`src/hdl/vfd_pkg.sv`:
```
`timescale 1ns / 1ps

package vfd_pkg;

    localparam int BYTE_W      = 8;
    localparam int POS_W       = 4;
    localparam int STORE_DEPTH = 8;
    localparam int BOARD_W     = 4;
    localparam int PULSE_W     = 8;
    localparam int WORD_W      = 16;
    localparam int PA_W        = 24;
    localparam int MUL_W       = 18;
    localparam int PROD_W      = WORD_W + MUL_W;
    localparam int PA_SHIFT    = 10;
    localparam int OUT_W       = 72;

    localparam logic [BYTE_W-1:0] HEADER_BYTE = 8'hAA;
    localparam logic [BYTE_W-1:0] TAIL_BYTE   = 8'h55;
    localparam logic [BYTE_W-1:0] VITAL_TYPE  = 8'd197;
    localparam logic [BYTE_W-1:0] BOARD_LO    = 8'd10;
    localparam logic [BYTE_W-1:0] BOARD_MID   = 8'd11;
    localparam logic [BYTE_W-1:0] BOARD_HI    = 8'd12;

    // position of the last stored byte; the tail there still makes a full frame
    localparam logic [POS_W-1:0] POS_FULL = 4'd8;
    localparam logic [POS_W-1:0] POS_MAX  = 4'd9;

    // 0.1 * 133.322 * 16 * 1024, rounded to nearest
    localparam logic [MUL_W-1:0] PA_Q4_MUL = 18'd218435;

    typedef logic [BYTE_W-1:0] byte_t;

    typedef struct packed {
        logic [WORD_W-1:0]  press;
        logic [WORD_W-1:0]  spo2;
        logic [PULSE_W-1:0] pulse;
        logic [BOARD_W-1:0] board;
    } vfd_rec_t;

endpackage

```
`src/hdl/vital_frame_decoder.sv`:
```
`timescale 1ns / 1ps

// Vital-sign frame decoder. Takes one received serial byte per item on the
// slave side, one item per clock when the master side keeps up. A frame
// opens on 0xAA and closes on the next 0x55; bytes outside a frame are
// dropped, and 0xAA inside a frame is plain data. When the tail closes a
// frame of at least nine bytes whose type byte is 197 and whose board byte
// is 10, 11 or 12, one item leaves on the master side after passing the
// capture register, which takes the frame fields when the tail is accepted,
// and the output register, which takes the 16 x 18 pressure multiply. Each
// of those two stages holds one item, so tready drops only while both stages
// are full and the master side stalls. Short frames and frames with a wrong
// type or board give nothing; bytes past the eighth are not stored.
module vital_frame_decoder
(
    input  logic                    clk,
    input  logic                    rst_n,
    input  logic                    s_tvalid,
    output logic                    s_tready,
    input  logic [7:0]              s_tdata,   // [7:0] rx_byte
    output logic                    m_tvalid,
    input  logic                    m_tready,
    // [3:0] board_number, [11:4] pulse_rate, [27:12] spo2_tenths,
    // [43:28] pressure_tenths_mmhg, [67:44] pressure_pa_q4, [71:68] zero
    output logic [vfd_pkg::OUT_W-1:0] m_tdata
);

    import vfd_pkg::*;

    // frame tracking
    logic              in_frame_reg;
    logic              in_frame_next;
    logic [POS_W-1:0]  pos_reg;
    logic [POS_W-1:0]  pos_next;
    logic [POS_W-1:0]  idx;
    byte_t             bytes_reg  [STORE_DEPTH];
    byte_t             bytes_next [STORE_DEPTH];

    // capture stage
    logic              s1_valid_reg;
    vfd_rec_t          s1_rec_reg;
    vfd_rec_t          s1_rec_next;

    // output stage
    logic              out_valid_reg;
    vfd_rec_t          out_rec_reg;
    logic [PA_W-1:0]   out_pa_reg;
    logic [PROD_W-1:0] product;

    logic              in_accept;
    logic              out_free;
    logic              s1_advance;
    logic              is_tail;
    logic              frame_ok;
    byte_t             rx;

    assign rx        = s_tdata;
    assign out_free  = !out_valid_reg || m_tready;
    assign s1_advance = s1_valid_reg && out_free;
    // take a new byte whenever the capture stage is empty or drains this cycle
    assign s_tready  = !s1_valid_reg || out_free;
    assign in_accept = s_tvalid && s_tready;
    assign is_tail   = (rx == TAIL_BYTE);
    assign idx       = pos_reg + POS_W'(1);

    always_comb
    begin
        in_frame_next = in_frame_reg;
        pos_next      = pos_reg;
        for (int i = 0; i < STORE_DEPTH; i++)
        begin
            bytes_next[i] = bytes_reg[i];
        end
        if (!in_frame_reg)
        begin
            // open a frame on the header, drop everything else
            if (rx == HEADER_BYTE)
            begin
                in_frame_next = 1'b1;
                pos_next      = '0;
            end
        end
        else
        begin
            for (int i = 0; i < STORE_DEPTH; i++)
            begin
                if (idx == POS_W'(i + 1))
                begin
                    bytes_next[i] = rx;
                end
            end
            pos_next = (idx > POS_MAX) ? POS_MAX : idx;
            if (is_tail)
            begin
                in_frame_next = 1'b0;
            end
        end
    end

    // judge the frame on the updated store, so a tail in the eighth slot counts
    assign frame_ok = in_frame_reg && is_tail && (pos_next >= POS_FULL)
                   && (bytes_next[0] == VITAL_TYPE)
                   && ((bytes_next[1] == BOARD_LO) || (bytes_next[1] == BOARD_MID)
                       || (bytes_next[1] == BOARD_HI));

    always_comb
    begin
        s1_rec_next.board = bytes_next[1][BOARD_W-1:0];
        s1_rec_next.pulse = bytes_next[3];
        s1_rec_next.spo2  = {bytes_next[5], bytes_next[4]};
        s1_rec_next.press = {bytes_next[7], bytes_next[6]};
    end

    assign product = PROD_W'(s1_rec_reg.press) * PROD_W'(PA_Q4_MUL);

    always_ff @(posedge clk or negedge rst_n)
    begin
        if (!rst_n)
        begin
            in_frame_reg  <= 1'b0;
            pos_reg       <= '0;
            s1_valid_reg  <= 1'b0;
            out_valid_reg <= 1'b0;
        end
        else
        begin
            if (in_accept)
            begin
                in_frame_reg <= in_frame_next;
                pos_reg      <= pos_next;
            end
            if (in_accept && frame_ok)
            begin
                s1_valid_reg <= 1'b1;
            end
            else if (s1_advance)
            begin
                s1_valid_reg <= 1'b0;
            end
            if (s1_advance)
            begin
                out_valid_reg <= 1'b1;
            end
            else if (m_tready)
            begin
                out_valid_reg <= 1'b0;
            end
        end
    end

    // payload registers: no reset
    always_ff @(posedge clk)
    begin
        if (in_accept)
        begin
            for (int i = 0; i < STORE_DEPTH; i++)
            begin
                bytes_reg[i] <= bytes_next[i];
            end
        end
        if (in_accept && frame_ok)
        begin
            s1_rec_reg <= s1_rec_next;
        end
        if (s1_advance)
        begin
            out_rec_reg <= s1_rec_reg;
            out_pa_reg  <= product[PA_SHIFT +: PA_W];
        end
    end

    assign m_tvalid = out_valid_reg;
    assign m_tdata  = {{(OUT_W - PA_W - 2 * WORD_W - PULSE_W - BOARD_W){1'b0}},
                       out_pa_reg, out_rec_reg.press, out_rec_reg.spo2,
                       out_rec_reg.pulse, out_rec_reg.board};

    a_pos_bound: assert property (@(posedge clk) disable iff (!rst_n)
        pos_reg <= POS_MAX)
        else $error("frame position beyond saturation");

    a_board_range: assert property (@(posedge clk) disable iff (!rst_n)
        out_valid_reg |-> (out_rec_reg.board == BOARD_LO[BOARD_W-1:0])
                       || (out_rec_reg.board == BOARD_MID[BOARD_W-1:0])
                       || (out_rec_reg.board == BOARD_HI[BOARD_W-1:0]))
        else $error("result with a board outside the accepted set");

    a_capture: assert property (@(posedge clk) disable iff (!rst_n)
        (in_accept && frame_ok) |=> s1_valid_reg)
        else $error("accepted frame not captured");

    a_stall_only_full: assert property (@(posedge clk) disable iff (!rst_n)
        !s_tready |-> (s1_valid_reg && out_valid_reg))
        else $error("input stalled with a free stage");

    a_frame_closes: assert property (@(posedge clk) disable iff (!rst_n)
        (in_accept && in_frame_reg && is_tail) |=> !in_frame_reg)
        else $error("tail did not close the frame");

endmodule
```
`config.mk`:
```
export PLATFORM = sky130hd
export DESIGN_NAME = vital_frame_decoder
export DESIGN_NICKNAME = d
export VERILOG_FILES = /design/src/hdl/vfd_pkg.sv /design/src/hdl/vital_frame_decoder.sv
export SDC_FILE = /design/constraint.sdc
export NUM_CORES = 1
export LEC_CHECK = 0
export ABC_AREA = 1
export BUFFER_PORTS_ARGS = -buffer_cell sky130_fd_sc_hd__clkbuf_2
export CAP_MARGIN = 20
export CORE_MARGIN = 1
export CORE_UTILIZATION = 40
export CTS_CLUSTER_SIZE = 12
export DETAILED_ROUTE_END_ITERATION = 12
export PLACE_DENSITY = 0.61
export SETUP_SLACK_MARGIN = 0.02
export SYNTH_ARGS = -nofsm -noshare
export SYNTH_HDL_FRONTEND = slang
export SYNTH_SLANG_ARGS = --single-unit
```
`constraint.sdc`:
```
create_clock -name clk -period 15.9 [get_ports clk]
set_clock_uncertainty 0.15 [all_clocks]
set_input_delay 0.795 -clock clk [delete_from_list [all_inputs] [get_ports clk]]
set_output_delay 0.795 -clock clk [all_outputs]
set_load 0.1 [all_outputs]
```
==> impl_metrics.tcl, run 1 <==
set metrics [dict create \
    rsz0062_at_grt "false" \
    fillers 2630 \
    syn_area_mm2 0.0113 \
    core-area_mm2 0.0278 \
    crit_chain "ha_1 -> fa_1 -> inv_1 -> fa_1 -> inv_1 -> fa_1 -> fa_1 -> inv_1 -> fa_1 -> inv_1 -> ha_1 -> a21oi_1 -> o21ai_0 -> a21oi_1 -> nor2_1 -> nor2_1 -> nand2_1 -> nand2_1 -> nand2_1" \
    path_clk_slew_ns 0.08 \
    post_dp_cell_area_mm2 0.0122 \
    initial_core_util_pct 40.8 \
    clkSinkCount 175 \
    worst_slack_ns 10.36 \
    grt_usage_pct 18.4 \
    root_buffer "clkbuf_16" \
    dp_hpwl_um 19700 \
    drc 0 \
    drt-total-wl_um 25200 \
    via_per_inst 4.86 \
    netlist_instances 1036 \
    worst-endpoint-arrival_ns 5.58 \
    synth_cell_types 37 \
    hold_buffers 0 \
    fin_area_mm2 0.0128 \
    clock_path_buffers 2 \
    final_common_cell "inv_1" \
    cts_resized 0 \
    min_path_type "in2async" \
    top_level_ports 86 \
    rows 61 \
    pre_cts_slack_ns 10.41 \
    post_cts_buffers 0 \
    post-route-min-period_ns 5.54 \
    ir_drop_mv 0.0577 \
    gp_congestion 0.954 \
    slowest_stage "fa_1" \
    cts_tree "yes" \
    finalMaxSlewViolations 0 \
    p_leak_nw 5.92 \
    die_w_um 170 \
    setup_violations 0 \
    synth.avg_cell_area_um2 10.9 \
    reg2reg_depth 19 \
    outcome "finished, final reports clean" \
    crit_type "reg2reg" \
    critPathLaunchType "flip-flop" \
    fmax_mhz 180 \
    worstPathRequired_ns 15.94 \
    maxCapViolCount 0 \
    largest_reg_flops 56 \
    multi_input_area_mm2 0.00528 \
    endpoint_kind "flip-flop" \
    ff_latch_area_mm2 0.00522 \
    numCtsBuffers 17 \
    portBuffers 81 \
    layout_common_cells "inv_1 (200), nand2_1 (172), edfxtp_1 (168), ha_1 (134), clkbuf_2 (81)" \
    cp_common_cell "fa_1" \
    tightest_slew_ns 0.784 \
    via_count 7391 \
    hold_viol_final 0 \
    synth-seq-cells 175 \
    dr.pass1.iters 5 \
    nets 1348 \
    slowest_delay_ns 0.55 \
    dieArea_mm2 0.0290 \
    grt_pass1_wl_um 40200 \
    drt_iter0_markers 473 \
    yosysSeqAreaShare_pct 46.1 \
    clk_latency_ns 0.44 \
    htree_levels 4 \
    yosys_warnings 0 \
    syn_to_final_growth_pct 12.9 \
    period_share_pct 34.8 \
    antenna_found_initial 0 \
    globalRoute.totalOverflow 0 \
    die_y_um 170 \
    drive_above_1_share_pct 11.8 \
    antenna_left 0 \
    grt_pass1_vias 7565 \
    grt_max_degree 61 \
    p_per_area_mw_per_mm2 79.0 \
    path_max_fanout 6 \
    antenna_cells 0 \
    slew_headroom_pct 47.7 \
    tns_ns 0 \
    wire_per_inst_um 16.6 \
]
[routing by layer]
layer,wire (um),vias up,track usage [%]
met2,12500,191,31.5
met1,11100,3518,23.6
met4,685,0,6.89
li1,-,3644,-
met3,1020,38,2.35
met5,0,-,0
[path summary, 6_finish.rpt]
check,start,endpoint,slack (ns)
worst max register to register,s1_rec_reg[30],out_pa_reg[22],10.36
worst max-delay path,s1_rec_reg[30],out_pa_reg[22],10.36
worst min register to register,s1_rec_reg[21],m_tdata[21],0.27
max in group asynchronous,rst_n,pos_reg[1],15.39
min in group clk,s1_rec_reg[21],m_tdata[21],0.27
worst min-delay path,rst_n,m_tvalid,0.03
[final cells by class]
class,count,share of cell area [%]
Multi-Input combinational cell,650,41.3
Clock buffer,17,3.33
Inverter,201,5.90
Clock inverter,15,1.43
Sequential cell,175,40.8
Timing Repair Buffer,85,3.50
Tap cell,378,3.70
[Yosys cell counts (all sizes together)]
cell type / count / share of area (%)
conb: 1 / 0.033
a21oi: 37 / 1.6
o21bai: 6 / 0.40
o21a: 1 / 0.066
and2: 1 / 0.055
edfxtp: 168 / 45
xor2: 13 / 1.0
a31oi: 3 / 0.17
inv: 201 / 6.7
nor4: 1 / 0.055
nand3b: 1 / 0.066
nand3: 31 / 1.5
fa: 72 / 13
xnor2: 7 / 0.61
buf: 13 / 0.83
a21o: 7 / 0.46
nor2: 46 / 1.7
nand4: 18 / 1.0
nand2: 177 / 6.0
o31ai: 1 / 0.066
o22ai: 2 / 0.11
dfrtp: 7 / 1.5
o21ai: 74 / 3.3
or2: 2 / 0.11
nor3: 12 / 0.53
ha: 134 / 15
[cells by family (layout without fill, tap and decap cells)]
logic type	after synthesis	count (layout)	share of synthesized area [%]
AOI/OAI and AO/OA	131	131	6.21
adders and majority gates	206	206	27.5
DFF	175	175	46.1
buffers and inverters	214	318	7.49
other	1	4	0.0331
xor gates and xnor gates	20	20	1.61
and+or+nand+nor	289	289	11.0
[report_power, final]
group | internal [mW] | leakage, nW | switching, mW
combinational | 0.0163 | 3.99 | 0.0407
clock | 0.214 | 0.291 | 0.215
sequential | 0.515 | 1.64 | 0.00975
total | 0.745 | 5.92 | 0.265
[critical path, delay by kind of cell (launching register included)]
kind / cells / cell delay, ns
adders and majority gates: 7 / 3.33
AOI/OAI and AO/OA: 3 / 0.73
DFF: 1 / 0.51
and+or+nand+nor: 5 / 0.37
buffers and inverters: 4 / 0.21
[stage by stage]
step	utilization, %	total power, mW	hold slack, ns	instances
global placement	43.8	0.590	0.251	1488
global route	46.0	1.04	0.0487	1521
detailed placement	43.8	0.592	0.255	1489
finish	46.0	1.01	0.0287	1521
CTS	46.0	1.02	0.0340	1521
floorplan	-	0.579	0.250	1039
No activity file was read; power rests on OpenSTA's default activity.
==> run 2, diff against run 1 <==
Settings changed: ABC_AREA 1 to 0, PLACE_DENSITY 0.61 to 0.63.
Clock period 15.9 ns to 5.05 ns, I/O delays scaled along.
==> impl_metrics.tcl, run 2 <==
set metrics [dict create \
    grt_usage_pct 17.3 \
    p_leak_nw 5.95 \
    grt_pass1_wl_um 37900 \
    largest_reg_flops 56 \
    synth_top_family_by_area "adder cells" \
    initial_core_util_pct 41.0 \
    clk_latency_ns 0.43 \
    seqPwrFrac_pct 51.1 \
    synth_fa_ha_area_share_pct 28.1 \
    yosysMostFrequentCell "edfxtp_1" \
    rows 60 \
    yosys_warnings 0 \
    core-area_mm2 0.0271 \
    endpoint_kind "flip-flop" \
    synth_edf_count 168 \
    worst-endpoint-arrival_ns 5.30 \
    finalMaxSlewViolations 0 \
    clkSinkCount 175 \
    final_common_cell "edfxtp_1" \
    fmax_mhz 190 \
    syn_area_mm2 0.0111 \
    violations "setup timing" \
    period_share_pct 104 \
    portBuffers 81 \
    fin_util_pct 51.0 \
    slowest_stage "fa_2" \
    htree_levels 4 \
    yosys.area_share.simple_pct 5.58 \
    dr.pass1.iters 4 \
    p_sw_share_pct 26.6 \
    setup_violations 16 \
    grt_pass1_vias 7152 \
    nets 1232 \
    p_clk_share_pct 42.1 \
    synth_commonest_cells "edfxtp_1 (168), ha_1 (134), inv_1 (133)" \
    path_max_fanout 4 \
    gp_congestion 0.879 \
    hold_viol_final 0 \
    slowest_delay_ns 0.54 \
    yosys-top-cells-area "edfxtp_1 (45%), ha_1 (15%), fa_1 (13%)" \
    antenna_left 0 \
    cts_tree "yes" \
    die_w_um 169 \
    via_per_inst 4.84 \
    wire_per_inst_um 16.6 \
    antenna_found_initial 0 \
    post-route-min-period_ns 5.26 \
    path_clk_slew_ns 0.08 \
    p_per_area_mw_per_mm2 237 \
    maxCapViolCount 0 \
    async_reset_ff_share_pct 4.00 \
    die_y_um 169 \
    busiest_layer "met2" \
    crit_buf_inv 4 \
    synthDominantCellAreaShare_pct 45.4 \
    crit_type "reg2reg" \
    fillers 2351 \
    whs_ns 0.0322 \
    synth_compound_area_share_pct 5.63 \
    worst_slack_ns -0.214 \
    numCtsBuffers 17 \
    outcome "finished with violations" \
    critPathLaunchType "flip-flop" \
    drive_above_1_share_pct 34.5 \
    drc 0 \
    synth-seq-cells 175 \
    tightest_slew_ns 0.961 \
    slew_headroom_pct 35.9 \
    clock_path_buffers 2 \
    min_path_type "in2async" \
    grt_max_degree 69 \
    synth_flop_cell "edfxtp_1" \
    power.internal_mw 2.41 \
    cp_top_family "adder cells" \
    synthXorXnorAreaFrac_pct 2.29 \
    rsz0062_at_grt "true" \
    ir_drop_mv 0.213 \
    switching_power_uw 872 \
    synth_top_area_cell "edfxtp_1" \
    root_buffer "clkbuf_16" \
    netlist_instances 826 \
    comb_power_share_pct 6.8 \
    cp_common_cell "inv_2" \
    drt_iter0_markers 305 \
    grt_use_met3_pct 2.45 \
    synthMuxAreaShare_pct 5.94 \
    antenna_cells 0 \
    yosysSeqAreaShare_pct 47.0 \
    met1_usage_pct 21.9 \
    use_met2_pct 30.9 \
    synth_cell_types 66 \
    synth.avg_cell_area_um2 13.5 \
    drt-total-wl_um 23200 \
    worstPathRequired_ns 5.08 \
    dieArea_mm2 0.0285 \
    crit_chain "ha_4 -> inv_2 -> fa_2 -> fa_1 -> inv_2 -> fa_2 -> fa_1 -> inv_2 -> fa_1 -> inv_2 -> ha_4 -> nand4_1 -> nor3_4 -> nand3_2 -> o2111ai_2 -> a31oi_1 -> xnor2_1" \
    top_level_ports 86 \
    dp_hpwl_um 17500 \
    globalRoute.totalOverflow 0 \
    via_count 6773 \
    syn_to_final_growth_pct 24.4 \
    layout_common_cells "edfxtp_1 (168), inv_1 (125), ha_1 (119), buf_4 (95), clkbuf_2 (81)" \
]
-- run 2: cell count changes after synthesis, sizes merged, moves of 5 or more --
| cell | delta |
|---|---|
| nand2b | +5 |
| xnor2 | +13 |
| nor2 | -23 |
| nand3 | -22 |
| clkbuf | +12 |
| mux2 | +56 |
| inv | -68 |
| nand2 | -143 |
| and2 | +5 |
| o21ai | -55 |
| a21oi | -10 |
| buf | -6 |
| nand4 | -14 |
-- run 2: worst reg2reg max path: cells and delay by family (launching register included) --
family | cells | cell delay, ns
buffers and inverters | 4 | 0.20
flip-flops | 1 | 0.46
XOR/XNOR | 1 | 0.14
AO/OA/AOI/OAI | 2 | 0.34
AND/OR/NAND/NOR | 3 | 0.70
adder cells (fa/ha/maj) | 7 | 3.03
-- run 2: cells by family (layout without fill, tap and decap cells) --
| group | count (synthesis) | after routing |
|---|---|---|
| and+or+nand+nor | 114 | 114 |
| DFF | 175 | 175 |
| adders and majority gates | 206 | 206 |
| other | 1 | 4 |
| buffers and inverters | 153 | 351 |
| muxes | 59 | 59 |
| xor gates and xnor gates | 29 | 29 |
| AOI/OAI and AO/OA | 89 | 89 |
-- run 2: timing repair --
action,in CTS,in global routing
setup buffers,8,7
hold buffers,3,0
pin swaps,22,20
endpoints found under the setup margin,19,20
endpoints found under the hold margin,9,0
gates resized for setup,31,30
-- run 2: final timing paths --
check                               start                to  slack (ns)  depth (start not counted)
min in group clk               s_tdata[6]  bytes_reg[0][14]        0.20                          3
min reg2reg                s1_rec_reg[16]       m_tdata[16]        0.27                          0
max reg2reg                s1_rec_reg[31]    out_pa_reg[23]       -0.21                         17
min                                 rst_n        pos_reg[0]        0.03                          2
max                        s1_rec_reg[31]    out_pa_reg[23]       -0.21                         17
max in group asynchronous           rst_n        pos_reg[1]        4.54                          2
-- run 2: final cells by class --
class / count / area, um^2 / share of cell area, %
Sequential cell: 175 / 5220 / 37.8
Multi-Input combinational cell: 501 / 5780 / 41.8
Tap cell: 372 / 465 / 3.37
Timing Repair Buffer: 186 / 1230 / 8.88
Clock inverter: 15 / 206 / 1.49
Inverter: 133 / 499 / 3.61
Clock buffer: 17 / 425 / 3.08
-- run 2: routing by layer --
layer	up-vias	wire length, um
met1	3370	10300
met3	19	502
met4	0	374
li1	3270	-
met2	114	11900
met5	-	0
-- run 2: stage by stage --
| stage | std cells | total power [mW] | setup TNS [ns] | setup WS (ns) | cell area [um^2] |
|---|---|---|---|---|---|
| floorplan | 829 | 1.88 | -0.0000195 | -0.0000195 | 11300 |
| global placement | 1349 | 1.92 | -2.33 | -0.249 | 12800 |
| detailed placement | 1349 | 1.93 | -3.05 | -0.296 | 12800 |
| CTS | 1392 | 3.31 | -2.32 | -0.232 | 13600 |
| global route | 1399 | 3.39 | -6.04 | -0.467 | 13800 |
| finish | 1399 | 3.28 | -2.47 | -0.214 | 13800 |
-- run 2: power by group through the flow --
stage               Clock (mW)  Sequential, mW  Combinational [mW]
floorplan                    0            1.68               0.200
CTS                       1.41            1.67               0.225
global route              1.46            1.68               0.245
detailed placement           0            1.71               0.222
global placement             0            1.70               0.215
finish                    1.38            1.67               0.223
